File: config.mk
export PLATFORM = sky130hd
export DESIGN_NAME = crt_front
export DESIGN_NICKNAME = d
export VERILOG_FILES = /design/src/rtl/core/crt_pkg.sv /design/src/rtl/core/crt_front.sv
export SDC_FILE = /design/constraint.sdc
export NUM_CORES = 1
export LEC_CHECK = 0
export ABC_CLOCK_PERIOD_IN_PS = 800
export BUFFER_PORTS_ARGS = -buffer_cell sky130_fd_sc_hd__buf_4
export CAP_MARGIN = 20
export CORE_AREA = 4 4 47 54
export DETAILED_ROUTE_END_ITERATION = 8
export DIE_AREA = 0 0 51 58
export PLACE_DENSITY = 0.78
export SYNTH_ARGS = -nofsm -noshare
export SYNTH_HDL_FRONTEND = slang
export SYNTH_SLANG_ARGS = --single-unit
File: constraint.sdc
create_clock -name vclk -period 0.8
set_clock_uncertainty 0.1 [all_clocks]
set_input_delay 0 -clock vclk [all_inputs]
set_output_delay 0 -clock vclk [all_outputs]
set_load 0.02 [all_outputs]
File: src/rtl/core/crt_pkg.sv
`timescale 1ns / 1ps
// ----------------------------------------------------------------------------
// crt_pkg
// Shared types and constants of the chunk reassembly tracker.
// ----------------------------------------------------------------------------
package crt_pkg;

    localparam int DEPTH        = 2048;
    localparam int SAMPLE_WIDTH = 16;
    localparam int ADDR_W       = $clog2(DEPTH);
    // Epoch tag kept beside each stored sample; tag 0 means not written since the last sweep.
    localparam int EPOCH_W      = 6;
    localparam int RAM_W        = SAMPLE_WIDTH + EPOCH_W;

    localparam int S_TDATA_W = 48;
    localparam int S_TUSER_W = 3;
    localparam int M_TDATA_W = 88;
    localparam int M_TUSER_W = 2;

    localparam logic [2:0] CMD_BEGIN = 3'd0;
    localparam logic [2:0] CMD_WRITE = 3'd1;
    localparam logic [2:0] CMD_FINAL = 3'd2;
    localparam logic [2:0] CMD_READ  = 3'd3;
    localparam logic [2:0] CMD_CLEAR = 3'd4;

    typedef enum logic [1:0] {
        ST_OK        = 2'd0,
        ST_EMPTY     = 2'd1,
        ST_INDEX     = 2'd2,
        ST_TOO_LARGE = 2'd3
    } status_t;

    typedef enum logic [2:0] {
        OP_BEGIN,
        OP_WRITE,
        OP_FINAL,
        OP_READ,
        OP_CLEAR,
        OP_BAD
    } op_kind_t;

    typedef enum logic [1:0] {
        B_SWEEP,
        B_IDLE,
        B_LOOKUP
    } back_state_t;

    // Classified command as it sits in the queue.
    typedef struct packed {
        op_kind_t     kind;
        status_t      chk;      // begin argument check
        logic         idx_bad;  // index beyond the store
        logic [11:0]  count;
        logic         fmt;
        logic [10:0]  index;
        logic [15:0]  sample;
    } op_t;

    typedef struct packed {
        status_t      status;
        logic [15:0]  read_sample;
        logic         ready_flag;
        logic [11:0]  final_length;
        logic [11:0]  expected_total;
        logic         format_out;
        logic [31:0]  generation_out;
        logic [11:0]  filled_count;
        logic         invalidate_pulse;
    } result_t;

endpackage

File: src/rtl/core/crt_front.sv
`timescale 1ns / 1ps
// ----------------------------------------------------------------------------
// crt_front
// Input side: takes items, decodes the command and checks begin arguments.
// ----------------------------------------------------------------------------
module crt_front (
    input  logic                           s_tvalid,
    output logic                           s_tready,
    input  logic [crt_pkg::S_TDATA_W-1:0]  s_tdata,
    input  logic [crt_pkg::S_TUSER_W-1:0]  s_tuser,
    input  logic                           q_full,
    output logic                           q_push,
    output crt_pkg::op_t                   q_op
);
    import crt_pkg::*;

    logic [11:0] count;
    logic [1:0]  fmt_sel;

    assign count   = s_tdata[11:0];
    assign fmt_sel = s_tdata[13:12];

    assign s_tready = !q_full;
    assign q_push   = s_tvalid && !q_full;

    always_comb begin
        q_op         = '0;
        q_op.count   = count;
        q_op.fmt     = fmt_sel[0];
        q_op.index   = s_tdata[24:14];
        q_op.sample  = s_tdata[40:25];
        q_op.idx_bad = (32'(s_tdata[24:14]) >= 32'(DEPTH));

        if (count == 12'd0) begin
            q_op.chk = ST_EMPTY;
        end else if (32'(count) > 32'(DEPTH)) begin
            q_op.chk = ST_TOO_LARGE;
        end else if (fmt_sel > 2'd1) begin
            q_op.chk = ST_INDEX;
        end else begin
            q_op.chk = ST_OK;
        end

        case (s_tuser)
            CMD_BEGIN: q_op.kind = OP_BEGIN;
            CMD_WRITE: q_op.kind = OP_WRITE;
            CMD_FINAL: q_op.kind = OP_FINAL;
            CMD_READ:  q_op.kind = OP_READ;
            CMD_CLEAR: q_op.kind = OP_CLEAR;
            default:   q_op.kind = OP_BAD;
        endcase
    end

endmodule

==> After elaboration in Yosys (flattened, before gate mapping) <==
Index checks and enable logic that the tools add are counted.
{ "op_classes": {"n_eq_ne": 4, "n_reduce_logical": 4, "mux": 4, "order_cmp": 2} }
{ "op_table": {"columns": ["operator", "count"], "rows": [
  ["$pmux W3 S5", 1],
  ["$gt A12 B12 Y1 const B", 1],
  ["$logic_not A12 Y1", 1],
  ["$eq A3 B2 Y1 const B", 2],
  ["$mux W2", 3],
  ["$eq A3 B1 Y1 const B", 1],
  ["$eq A3 B3 Y1 const B", 1],
  ["$logic_not A3 Y1", 1],
  ["$gt A2 B1 Y1 const B", 1],
  ["$logic_and A1 B1 Y1", 1],
  ["$logic_not A1 Y1", 1]
]} }
{ "totals": {"word_cells": 14, "inputBits": 53, "out_inout_bits": 48, "register_bits": 0} }

==> Depth between registers and ports, before layout <==
{ "depth": {"ltp_word": 4, "ltp_mapped": 3, "mapped_depth_nobuf": 3} }

==> Worst setup path after synthesis <==
No wires, ideal clock.
{ "synth_path": {"path_kind": "input-to-output", "from": "input port s_tdata[6] (netlist bit)", "to": "output port q_op[41] (netlist bit)", "path_slack_ps": -92, "cell_stages": 3, "n_path_buf": 0, "arrival_ps": 792, "required_ps": 700, "path_cell_list": "nor4_1 -> nand3_1 -> xnor2_1"} }
{ "synth_rtl": {"columns": ["item", "line", "text"], "rows": [
  ["from (decl)", "crt_front.sv:9", "input logic [crt_pkg::S_TDATA_W-1:0] s_tdata,"],
  ["to (decl)", "crt_front.sv:13", "output crt_pkg::op_t q_op"]
]} }

==> metrics.md <==
| Metric | Value |
|---|---|
| Static Leak | 0.376 nW |
| Post-route DRC violation count | 0 |
| Sequential share of the synthesized area | 0% |
| Max incr delay on CP | 0.32 ns |
| IO Pins | 101 |
| Cell Rows | 17 |
| Largest net degree at the start of global routing | 4 |
| YS warnings | 0 |
| Fin. max-slew vios | 0 |
| Synth Instances | 53 |
| WS Path Type | input port to primary output |
| Worst Hold Launch | s_tdata[5] |
| NetSw | 260 uW |
| First-pass GRT wire length | 1940 um |
| Status | finished with violations |
| Final core utilization | 39.4% |
| Global-route usage over all layers | 8.01% |
| Seq pwr share | 0% |
| Area contributors post-synth | buf_4, nor2b_1, nor4_2, maj3_2, xnor2_1 |
| Mean number of vias per cell | 3.86 |
| Setup tns final | -0.448 ns |
| Clk pwr share | 0% |
| Vias | 432 |
| Compound-Gate Fraction of Synth Area | 1.94% |
| Core Region | 0.00198 mm^2 |
| Largest family of logic cells by synthesized area | buffers and inverters |
| Adder-Cell Fraction of Synth Area | 2.90% |
| Critical-path maximum fanout | 2 |
| Hold WS | 0.116 ns |
| Maximum vdd drop | 0.000330 V |
| Post-route ant nets | 0 |
| Final Cycle Share | 130% |
| # setup viols final | 2 |
| Int Power | 258 uW |
| FF+latch count | 0 |
| GR Overflow Total | 0 |
| Pwr/cell area | 664 mW/mm^2 |
| Fin crit period | 1.04 ns |
| Post-Syn Nets | 106 |
| Global Route met1 Usage | 6.75% |
| CP delay by family, top | simple AND/OR/NAND/NOR gates |
| Synthesized area | 388 um^2 |
| Final nets | 139 |
| DR pass1 iterations | 2 |
| Combinational group share of total power | 100.0% |
| Worst min path class | input port to primary output |
| Clock buffer count | 0 |
| Top cell type's share of synthesized area | 79.4% |
| N_diodes | 0 |
| Syn avg cell area | 7.32 um^2 |
| Initial Util | 19.6% |
| Initial antenna violation count | 0 |
| Die area | 0.00296 mm^2 |
| Crit path buf inv count | 2 |
| Max Cap Viol | 0 |
| Worst EP required | 0.70 ns |
| Die W | 51 um |
| Cell Chain, Critical Path | buf_8 -> nor4_4 -> nand3_1 -> maj3_2 -> buf_6 |
| Worst setup SP type | input port |
| Pre-CTS setup slack | -0.293 ns |
| Mux share of post-synthesis cell area | 0% |
| Layout cells sized above 1 | 58.3% |
| Simple-gate area share of the yosys netlist | 10.6% |
| Count of final hold-check violations | 0 |
| Fill count | 183 |
| Routability cong. | 0.633 |
| Distinct cells, synth | 12 |
| Sw frac | 50.2% |
| FF+latch area | 0 um^2 |
| Worst setup margin | -0.237 ns |
| Met3 usage in global routing | 2.06% |
| Slowest CP cell | maj3_2 |
| GRT met2 Usage | 18.4% |
| Failing checks | negative setup slack |
| DRT iter0 DRCs | 2 |
| WHS Path Cells | 2 |
| Crit path DAT | 0.94 ns |
| Hold EP | q_op[33] |
| Crit end category | primary output |
| Die height | 58 um |
| Most Crowded Layer GR | met2 |
| I/O Buffers | 37 |
| Layout Area Growth over Synthesis | 101% |
| Vias in the first global route | 506 |
| Synth Area in XOR/XNOR | 2.26% |
| Wire per inst | 12.6 um |
| RSZ-0062 raised after global routing | yes |
| WL final | 1410 um |
| Post-synth top area cell | buf_4 |
| Area used by multi-input combinational logic | 104 um^2 |
| Max Clk Rate | 964 MHz |
power by group through the flow:
stage / logic, mW / registers, mW / clock network (mW)
after floorplan: 0.347 / 0 / 0
after global placement: 0.285 / 0 / 0
final: 0.517 / 0 / 0
after global routing: 0.541 / 0 / 0
after detailed placement: 0.291 / 0 / 0
after CTS: 0.523 / 0 / 0
cell usage after synthesis:
master,number
nor2b_1,2
nor4_2,1
nand3_1,1
nor4_1,1
inv_1,1
buf_4,41
a21o_1,1
maj3_2,1
nor3_1,1
clkbuf_1,1
conb_1,1
xnor2_1,1
area by class of cell:
type	instances	share of cell area [%]
Inverter	1	0.482
Multi-Input combinational cell	10	13.3
Tap cell	28	4.49
Timing Repair Buffer	73	81.7
what timing repair did:
action                                  CTS  global route
pin swaps                                 4             2
endpoints found under the hold margin    28             0
endpoints found under the setup margin    2             2
hold buffers                             28             0
resized for setup                         6             0
cloned                                    0             0
setup buffers                             1             0
through the flow:
step,cell area (um^2),instances,power [mW]
2_1_floorplan,412,53,0.347
3_3_place_gp,465,83,0.285
3_5_place_dp,465,83,0.291
4_1_cts,779,112,0.523
5_1_grt,779,112,0.541
6_report,779,112,0.517
routing by layer:
layer  part of all wire [%]  wire, um  vias up
li1                       -         -      184
met1                     26       359      185
met2                     57       802       63
met3                     17       245        0
met4                      0         0        0
met5                      0         0        -
cells in the final DEF (no fill, tap or decap), drive strengths merged:
cell	netlist	routed
dlygate4sd3	0	28
conb	1	1
xnor2	1	1
a21o	1	1
buf	41	45
nor4	2	2
maj3	1	1
nor3	1	1
inv	1	1
nand3	1	1
nor2b	2	2
logic make-up after synthesis:
logic type                 Yosys count
adders and majority gates            1
buffers and inverters               43
other                                1
and+or+nand+nor                      6
xor gates and xnor gates             1
AOI/OAI and AO/OA                    1
worst max path at each step:
| stage | from | endpoint | slack (ns) | cells past startpoint |
|---|---|---|---|---|
| 2_1_floorplan | s_tdata[2] | q_op[41] | -0.07 | 3 |
| 3_3_place_gp | s_tdata[2] | q_op[42] | -0.27 | 5 |
| 3_5_place_dp | s_tdata[2] | q_op[42] | -0.29 | 5 |
| 4_1_cts | s_tdata[7] | q_op[42] | -0.26 | 5 |
| 5_1_grt | s_tdata[7] | q_op[42] | -0.29 | 5 |
| 6_report | s_tdata[7] | q_op[42] | -0.24 | 5 |
(Power assumes the default switching activity.)
