`src/rtl/core/crt_pkg.sv`:
```
`timescale 1ns / 1ps
// ----------------------------------------------------------------------------
// crt_pkg
// Shared types and constants of the chunk reassembly tracker.
// ----------------------------------------------------------------------------
package crt_pkg;

    localparam int DEPTH        = 2048;
    localparam int SAMPLE_WIDTH = 16;
    localparam int ADDR_W       = $clog2(DEPTH);
    // Epoch tag kept beside each stored sample; tag 0 means not written since the last sweep.
    localparam int EPOCH_W      = 6;
    localparam int RAM_W        = SAMPLE_WIDTH + EPOCH_W;

    localparam int S_TDATA_W = 48;
    localparam int S_TUSER_W = 3;
    localparam int M_TDATA_W = 88;
    localparam int M_TUSER_W = 2;

    localparam logic [2:0] CMD_BEGIN = 3'd0;
    localparam logic [2:0] CMD_WRITE = 3'd1;
    localparam logic [2:0] CMD_FINAL = 3'd2;
    localparam logic [2:0] CMD_READ  = 3'd3;
    localparam logic [2:0] CMD_CLEAR = 3'd4;

    typedef enum logic [1:0] {
        ST_OK        = 2'd0,
        ST_EMPTY     = 2'd1,
        ST_INDEX     = 2'd2,
        ST_TOO_LARGE = 2'd3
    } status_t;

    typedef enum logic [2:0] {
        OP_BEGIN,
        OP_WRITE,
        OP_FINAL,
        OP_READ,
        OP_CLEAR,
        OP_BAD
    } op_kind_t;

    typedef enum logic [1:0] {
        B_SWEEP,
        B_IDLE,
        B_LOOKUP
    } back_state_t;

    // Classified command as it sits in the queue.
    typedef struct packed {
        op_kind_t     kind;
        status_t      chk;      // begin argument check
        logic         idx_bad;  // index beyond the store
        logic [11:0]  count;
        logic         fmt;
        logic [10:0]  index;
        logic [15:0]  sample;
    } op_t;

    typedef struct packed {
        status_t      status;
        logic [15:0]  read_sample;
        logic         ready_flag;
        logic [11:0]  final_length;
        logic [11:0]  expected_total;
        logic         format_out;
        logic [31:0]  generation_out;
        logic [11:0]  filled_count;
        logic         invalidate_pulse;
    } result_t;

endpackage

```
`src/rtl/core/crt_queue.sv`:
```
`timescale 1ns / 1ps
// ----------------------------------------------------------------------------
// crt_queue
// Two-entry queue of decoded commands between front and back.
// ----------------------------------------------------------------------------
module crt_queue (
    input  logic          aclk,
    input  logic          aresetn,
    input  logic          push,
    input  crt_pkg::op_t  push_op,
    output logic          full,
    input  logic          pop,
    output logic          head_valid,
    output crt_pkg::op_t  head_op
);
    import crt_pkg::*;

    op_t        slot_reg [2];
    logic       wr_ptr_reg, wr_ptr_next;
    logic       rd_ptr_reg, rd_ptr_next;
    logic [1:0] fill_reg, fill_next;

    assign full       = (fill_reg == 2'd2);
    assign head_valid = (fill_reg != 2'd0);
    assign head_op    = slot_reg[rd_ptr_reg];

    always_comb begin
        wr_ptr_next = wr_ptr_reg ^ push;
        rd_ptr_next = rd_ptr_reg ^ pop;
        fill_next   = fill_reg + 2'(push) - 2'(pop);
    end

    always_ff @(posedge aclk) begin
        if (!aresetn) begin
            wr_ptr_reg <= 1'b0;
            rd_ptr_reg <= 1'b0;
            fill_reg   <= 2'd0;
        end else begin
            wr_ptr_reg <= wr_ptr_next;
            rd_ptr_reg <= rd_ptr_next;
            fill_reg   <= fill_next;
        end
    end

    always_ff @(posedge aclk) begin
        if (push) begin
            slot_reg[wr_ptr_reg] <= push_op;
        end
    end

endmodule

```
`config.mk`:
```
export PLATFORM = sky130hd
export DESIGN_NAME = crt_queue
export DESIGN_NICKNAME = d
export VERILOG_FILES = /design/src/rtl/core/crt_pkg.sv /design/src/rtl/core/crt_queue.sv
export SDC_FILE = /design/constraint.sdc
export NUM_CORES = 1
export LEC_CHECK = 0
export ABC_AREA = 1
export BUFFER_PORTS_ARGS = -buffer_cell sky130_fd_sc_hd__buf_4
export CAP_MARGIN = 5
export CORE_MARGIN = 2
export CORE_UTILIZATION = 30
export DETAILED_ROUTE_END_ITERATION = 10
export GPL_ROUTABILITY_DRIVEN = 1
export SETUP_SLACK_MARGIN = 0.2
export SLEW_MARGIN = 20
export SYNTH_ARGS = -nofsm -noshare
export SYNTH_HDL_FRONTEND = slang
export SYNTH_SLANG_ARGS = --single-unit
```
`constraint.sdc`:
```
create_clock -name aclk -period 5 [get_ports aclk]
set_input_delay 0.25 -clock aclk [delete_from_list [all_inputs] [get_ports aclk]]
set_output_delay 0.25 -clock aclk [all_outputs]
set_load 0.05 [all_outputs]
```
After elaboration in Yosys (flattened, before gate mapping) --
Memories as Yosys holds them, arrays and structs flattened. A register that Yosys moved wholly into a read port is not among the register bits. Index checks and enable logic that the tools add are counted.
Storage, ports and cells: register bits 4, bits in latches 0, bits in writable memories 92, bits in read-only memories 0, output and inout port bits 48, word-level logic and storage cells 13, memories 1
Memories:
- slot_reg | depth 2, bits a word 46, rd ports 1, clocked after Yosys merged registers in 1, wr ports 1, RTL line crt_queue.sv:18 | op_t slot_reg [2];
Cells by class: add/subtract/negate cells 2, multiply operators 0, div/mod/pow operators 0, magnitude comparators 0, equal/unequal tests 1, shift-type cells 0, multiplexer cells 3, bitwise gates (word level) 2, reductions and logical operators 1
Operators by type and width (number):
- 1-bit two-way mux | 3
- 2-bit by 1-bit adder with 2-bit output | 1
- 2-bit == test, second input constant | 1
- 2-bit nonzero test | 1
- 2-bit by 1-bit subtractor with 2-bit output | 1
- 1-bit XOR | 2

Depth between registers and ports, before layout --
Gate-level depths: netlist of the first run.
word-level depth 2, mapped depth 9, depth with buffers taken out 9

Least setup slack after synthesis of the first run --
OpenSTA, ideal clock, no wires.
path type reg-to-reg, from register wr_ptr_reg, to memory slot_reg[0][0] in the netlist's numbering (enable), setup time 0.408 ns, arrival 1.483 ns, data required time 4.592 ns, setup slack 3.109 ns, cell stages (with the launch flop) 3, path buffers 0, period minus slack after synthesis 1.891 ns, cells stage by stage dfxtp_1 -> inv_1 -> ha_1
RTL lines:
- start, declared | RTL line crt_queue.sv:19 | logic wr_ptr_reg, wr_ptr_next;
- start signal, assigned | RTL line crt_queue.sv:39 | wr_ptr_reg <= wr_ptr_next;
- end, declared | RTL line crt_queue.sv:18
No word-level cell before the write port.

==> out/results.txt, run 1 <==
status: completed
HP Class: primary input to flop
crit path capture: head_op[3]
post_cts resized: 0
via/cell ratio: 3.960
wire per inst: 13.82 microns
VDD IR max: 136.4 uV
pre-CTS setup slack: 3209 ps
max reg flops: 92
RD Place Congestion: 0.6413
clk_lat worst skew: 340 ps
CP Launch Type: flop
count of buffers from port buffering: 97
Initial Utilization: 31.00%
Arr. time, crit path: 1880 ps
n_diodes: 0
Worst Hold Launch: push_op[23]
root buf cell: clkbuf_16
vias in the first global route: 1,906
Tcrit/Tclk final: 42.62%
cts hold-fix bufs: 0
top-level I/O count: 98
Layout Area Growth over Synthesis: 29.99%
Die Span Y: 115.9 microns
max cap viols: 0
final worst slack: 2869 ps
Syn. warnings: 0
DIE AREA: 0.01343 sq mm
antenna violations before repair: 0
RSZ-0062 raised after global routing: no
Final min period: 2131 ps
GR Util met3: 3.870%
fmax: 0.4692 GHz
syn avg cell area: 21.83 sq um
Yosys top cell area share: 73.58%
Max transition margin: 43.41%
final net count: 331
Mapped Area: 0.003755 sq mm
Crit Path Max Fanout: 46
WP data required: 4750 ps
post-synth cell types: 13
asr flop ratio synth: 0%
hpwl dp: 4164 microns
EDFF count, synth: 92
CTS tree: yes
Top FF cell, synth: edfxtp_1
post-layout instance area: 0.004881 sq mm
Worst Reg-to-Reg Cells: 2
Core Box Area: 0.01211 sq mm
Mapped Cells: 172
met2 Usage GRT: 14.81%
Yosys top cell by area: edfxtp_1
GRT overflow: 0
final setup vio count: 0
share of cells above drive strength 1: 56.74%
met1 Use GR: 11.26%
CTS Buf Count: 9
r2r setup slk: 3300 ps
via count: 1,782
Pwr Density: 400.1 mW/mm^2
Final Non-Filler Cells: 450
cell with the most instances after synthesis: edfxtp_1
drt first-iter violations: 64
setup TNS: 0 ps
H-tree levels: 3
GR Util All Layers: 9.682%
post-route DRC violation count: 0
CP Class: flop to output port
Setup crit end kind: output port
Die W: 115.9 microns
area post-placement: 0.004626 sq mm
clk slew on worst S/H paths: 60 ps
GR peak layer: met2
Post-synth top cells: edfxtp_1, mux2_4, inv_1
worst r2r src: wr_ptr_reg
final slew viol count: 0
Post-DRT Antenna Nets: 0
# clock sinks: 97
global-route wire length before repair: 9335 microns
clock buffer depth: 2
RR Endpoint: slot_reg[1][44]
placed insts: 434
measured slew at the worst slew-check pin: 848.8 ps
postcts setup bufs: 0
Leak: 1.920 nW
Syn Nets: 226
Clock Skew: 3.399 ps
Total Routed Length: 6221 microns
sequential share of the synthesized area: 76.24%
count of final hold-check violations: 0
top post-synthesis cells by area: edfxtp_1, mux2_4, dfxtp_1
pin count of the biggest net entering global routing: 47
Pwr Total: 1.953 mW
Synth Register Bits: 97
Rows: 40
Initial DRT Pass Iterations: 4
[final cells by class]
type,instances,area [sq um]
Clock buffer,11,232.7
Clock inverter,5,22.52
Fill cell,1140,7231
Inverter,7,26.28
Multi-Input combinational cell,63,779.5
Sequential cell,97,2867
Tap cell,168,210.2
Timing Repair Buffer,99,743.2
[metal layers]
| metal | wire length, microns | share of wire, % |
|---|---|---|
| met1 | 2678 | 43 |
| met2 | 2905 | 47 |
| met3 | 428 | 6.9 |
| met4 | 209 | 3.4 |
| met5 | 0 | 0 |
[where the power goes]
part	leakage, nW	internal (mW)	switching (mW)
clock network	0.128	0.331	0.265
registers	0.906	0.947	0.0310
logic	0.886	0.151	0.228
[metrics by stage]
stage | hold WS (ps) | util (%)
floorplan | 343.5 | -
global placement | 436.2 | 38.19
detailed placement | 438.5 | 38.19
CTS | 77.19 | 40.30
global route | 77.23 | 40.30
finish | 94.35 | 40.30
[how the worst min path moves through the flow]
stage,to,slack [ps],cells past startpoint
6_report,slot_reg[0][23],90,1
5_1_grt,slot_reg[1][23],80,1
4_1_cts,slot_reg[0][23],80,1
3_5_place_dp,slot_reg[0][29],440,1
3_3_place_gp,slot_reg[0][1],440,1
2_1_floorplan,fill_reg[0],340,2
[cell usage in the layout, fill, tap and decap left out]
cell type	count
buf_4	99
edfxtp_1	92
mux2_4	40
clkbuf_16	9
inv_1	7
mux2_2	6
nand2_1	5
nor2_1	5
dfxtp_1	4
clkinv_2	3
ha_1	2
ha_2	2
clkinv_1	2
clkbuf_1	2
xnor2_1	1
a21oi_1	1
nand3_1	1
dfxtp_4	1
[worst max-delay path: stages (launching register included)]
cell	delay, ps
dfxtp_4	870
mux2_2	410
buf_4	190
[logic make-up (layout without fill, tap and decap cells)]
family          Yosys count  count (layout)  share of synthesized area (%)
simple gates             11              11                          1.133
compound gates            1               1                         0.1332
mux                      46              46                          17.79
flops                    97              97                          76.24
fa+ha+maj                 4               4                          1.333
buf+inv                  12             122                          3.132
xor+xnor                  1               1                         0.2333
Power figures use the tool's default switching activity.
==> run 2, diff against run 1 <==
clock period = 1.8 ns   (was 5 ns; I/O delays follow)
==> run 2 against run 1 <==
Utilization grew 5.3 points. Total power grew to 3.0 times the previous value. Global-route usage grew 1.6 points. Via count grew 14%. First-iteration DRC count grew 14%. Sequential share of layout area shrank 6.9 points. Worst setup slack lost 2700 ps. Critical path type unchanged. Critical endpoint is now head_op[11]. Largest cell class unchanged. Largest power group unchanged.
==> out/results.txt, run 2 (synthesized netlist as in run 1, its figures left out) <==
vias in the first global route: 2,111 (was 1,906)
DIE AREA: 0.01343 sq mm (unchanged)
final setup vio count: 0 (unchanged)
status: completed (unchanged)
Worst Reg-to-Reg Cells: 8 (was 2)
crit path cell chain: clkbuf_16 -> mux2_4 -> buf_4 (was mux2_2 -> buf_4)
top-level I/O count: 98 (unchanged)
drt first-iter violations: 73 (was 64)
global-route wire length before repair: 10,900 microns (was 9335 microns)
Arr. time, crit path: 1510 ps (was 1880 ps)
postcts setup bufs: 0 (unchanged)
r2r setup slk: 530 ps (was 3300 ps)
count of final hold-check violations: 0 (unchanged)
Final min period: 1596 ps
Layout Area Growth over Synthesis: 47.18% (was 29.99%)
CP Launch Type: flop (unchanged)
HP Class: primary input to flop (unchanged)
fmax: 0.6266 GHz
Util after Layout: 45.63% (was 40.30%)
setup TNS: 0 ps (unchanged)
slowest CP cell: dfxtp_4 (unchanged)
root buf cell: clkbuf_16 (unchanged)
Crit Path Max Fanout: 11 (was 46)
final slew viol count: 0 (unchanged)
worst r2r src: fill_reg[0] (was wr_ptr_reg)
WP data required: 1710 ps (was 4750 ps)
clk_lat worst skew: 340 ps (about the same)
VDD IR max: 475.3 uV (was 136.4 uV)
RR Endpoint: fill_reg[1] (was slot_reg[1][44])
Die Span Y: 115.9 microns (unchanged)
via count: 2,031 (was 1,782)
Worst path max stage delay: 430 ps (was 870 ps)
Max transition margin: 74.02% (was 43.41%)
wire per inst: 14.90 microns (was 13.82 microns)
n_diodes: 0 (unchanged)
# clock sinks: 97 (unchanged)
Rows: 40 (unchanged)
H-tree levels: 3 (unchanged)
max cap viols: 0 (unchanged)
GRT overflow: 0 (unchanged)
Die W: 115.9 microns (unchanged)
Post-DRT Antenna Nets: 0 (unchanged)
CTS Buf Count: 9 (unchanged)
Leak: 2.196 nW (was 1.920 nW)
measured slew at the worst slew-check pin: 389.7 ps (was 848.8 ps)
Initial DRT Pass Iterations: 3 (was 4)
sequential cell area: 0.002867 sq mm (unchanged)
final net count: 384 (was 331)
post-layout instance area: 0.005527 sq mm (was 0.004881 sq mm)
CP Class: flop to output port (unchanged)
via/cell ratio: 4.038 (was 3.960)
hpwl dp: 4080 microns (was 4164 microns)
area of the multi-input gates: 779.5 sq um (unchanged)
max reg flops: 92 (unchanged)
Tcrit/Tclk final: 88.67%
Pwr Density: 1070 mW/mm^2 (was 400.1 mW/mm^2)
post-route DRC violation count: 0 (unchanged)
commonest non-fill, non-tap cell in the layout: buf_4 (unchanged)
Total Routed Length: 7497 microns (was 6221 microns)
pin count of the biggest net entering global routing: 26 (was 47)
share of cells above drive strength 1: 50.15% (was 56.74%)
RSZ-0062 raised after global routing: yes (was no)
clock buffer depth: 2 (unchanged)
count of buffers from port buffering: 97 (unchanged)
Core Box Area: 0.01211 sq mm (unchanged)
clk slew on worst S/H paths: 60 ps (about the same)
CTS tree: yes (unchanged)
RD Place Congestion: 0.6604 (was 0.6413)
GR Util All Layers: 11.28% (was 9.682%)
layout filler cell count: 1,080 (was 1,140)
most frequent cells in the layout: buf_4, edfxtp_1, dlygate4sd3_1, mux2_4, clkbuf_16 (was buf_4, edfxtp_1, mux2_4, clkbuf_16, inv_1)
antenna violations before repair: 0 (unchanged)
crit path capture: head_op[11] (was head_op[3])
Initial Utilization: 31.00% (unchanged)
Setup crit end kind: output port (unchanged)
area post-placement: 0.004661 sq mm (was 0.004626 sq mm)
Fin Hold WS: 20.48 ps (was 94.35 ps)
Clock Skew: 6.479 ps (was 3.399 ps)
[run 2: cell count changes in the layout (fill, tap and decap cells not counted), sizes merged]
cell and change:
buf +4, bufinv +2, clkinv -1, clkinvlp +1, dlygate4sd3 +47
[run 2: layout make-up]
| cell class | count | share of cell area [%] |
|---|---|---|
| sequential | 97 | 51.87 |
| timing repair buffer | 152 | 24.13 |
| multi-input combinational | 63 | 14.10 |
| clock buffer | 9 | 4.075 |
| tap | 168 | 3.803 |
| clock inverter | 7 | 1.540 |
| inverter | 7 | 0.4754 |
[run 2: how the worst min path moves through the flow]
| stage | start | endpoint | slack [ps] | cells past startpoint |
|---|---|---|---|---|
| global route | pop | rd_ptr_reg | 50 | 3 |
| global placement | push_op[1] | slot_reg[0][1] | 280 | 1 |
| floorplan | aresetn | fill_reg[0] | 180 | 2 |
| finish | pop | flop | 20 | 3 |
| detailed placement | push_op[42] | slot_reg[0][42] | 280 | 1 |
| CTS | pop | flop | 5 | 3 |
[run 2: metrics by stage]
| step | cells | total power [mW] | setup slack [ps] |
|---|---|---|---|
| finish | 503 | 5.913 | 204.0 |
| global route | 503 | 6.138 | 163.0 |
| CTS | 501 | 5.959 | 161.9 |
| detailed placement | 437 | 3.851 | 463.9 |
| global placement | 437 | 3.838 | 456.8 |
| floorplan | 172 | 3.530 | 377.6 |
[run 2: metal layers]
| metal | vias to the layer above | global-route usage (%) | wire (microns) |
|---|---|---|---|
| li1 | 975 | - | - |
| met1 | 993 | 13.28 | 3218 |
| met2 | 53 | 18.83 | 3816 |
| met3 | 10 | 3.295 | 308 |
| met4 | 0 | 5.714 | 152 |
| met5 | - | 0 | 0 |
[run 2: worst max-delay path: cells and delay by family, from the launching register on]
| kind | cells | cell delay [ps] |
|---|---|---|
| muxes | 1 | 310 |
| buffers and inverters | 2 | 410 |
| DFF | 1 | 430 |
[run 2: power by group]
part	internal (mW)	switching, mW	leakage [nW]
clock	1.20	0.784	0.150
combinational	0.527	0.728	1.14
sequential	2.63	0.0428	0.906
[run 2: what timing repair did]
| action | 4_1_cts | 5_1_grt |
|---|---|---|
| cloned | 1 | 2 |
| resized for setup | 2 | 0 |
| pin swaps | 0 | 0 |
| endpoints found under the hold margin | 94 | 0 |
| hold buffers | 47 | 0 |
| setup endpoints to repair | 46 | 46 |
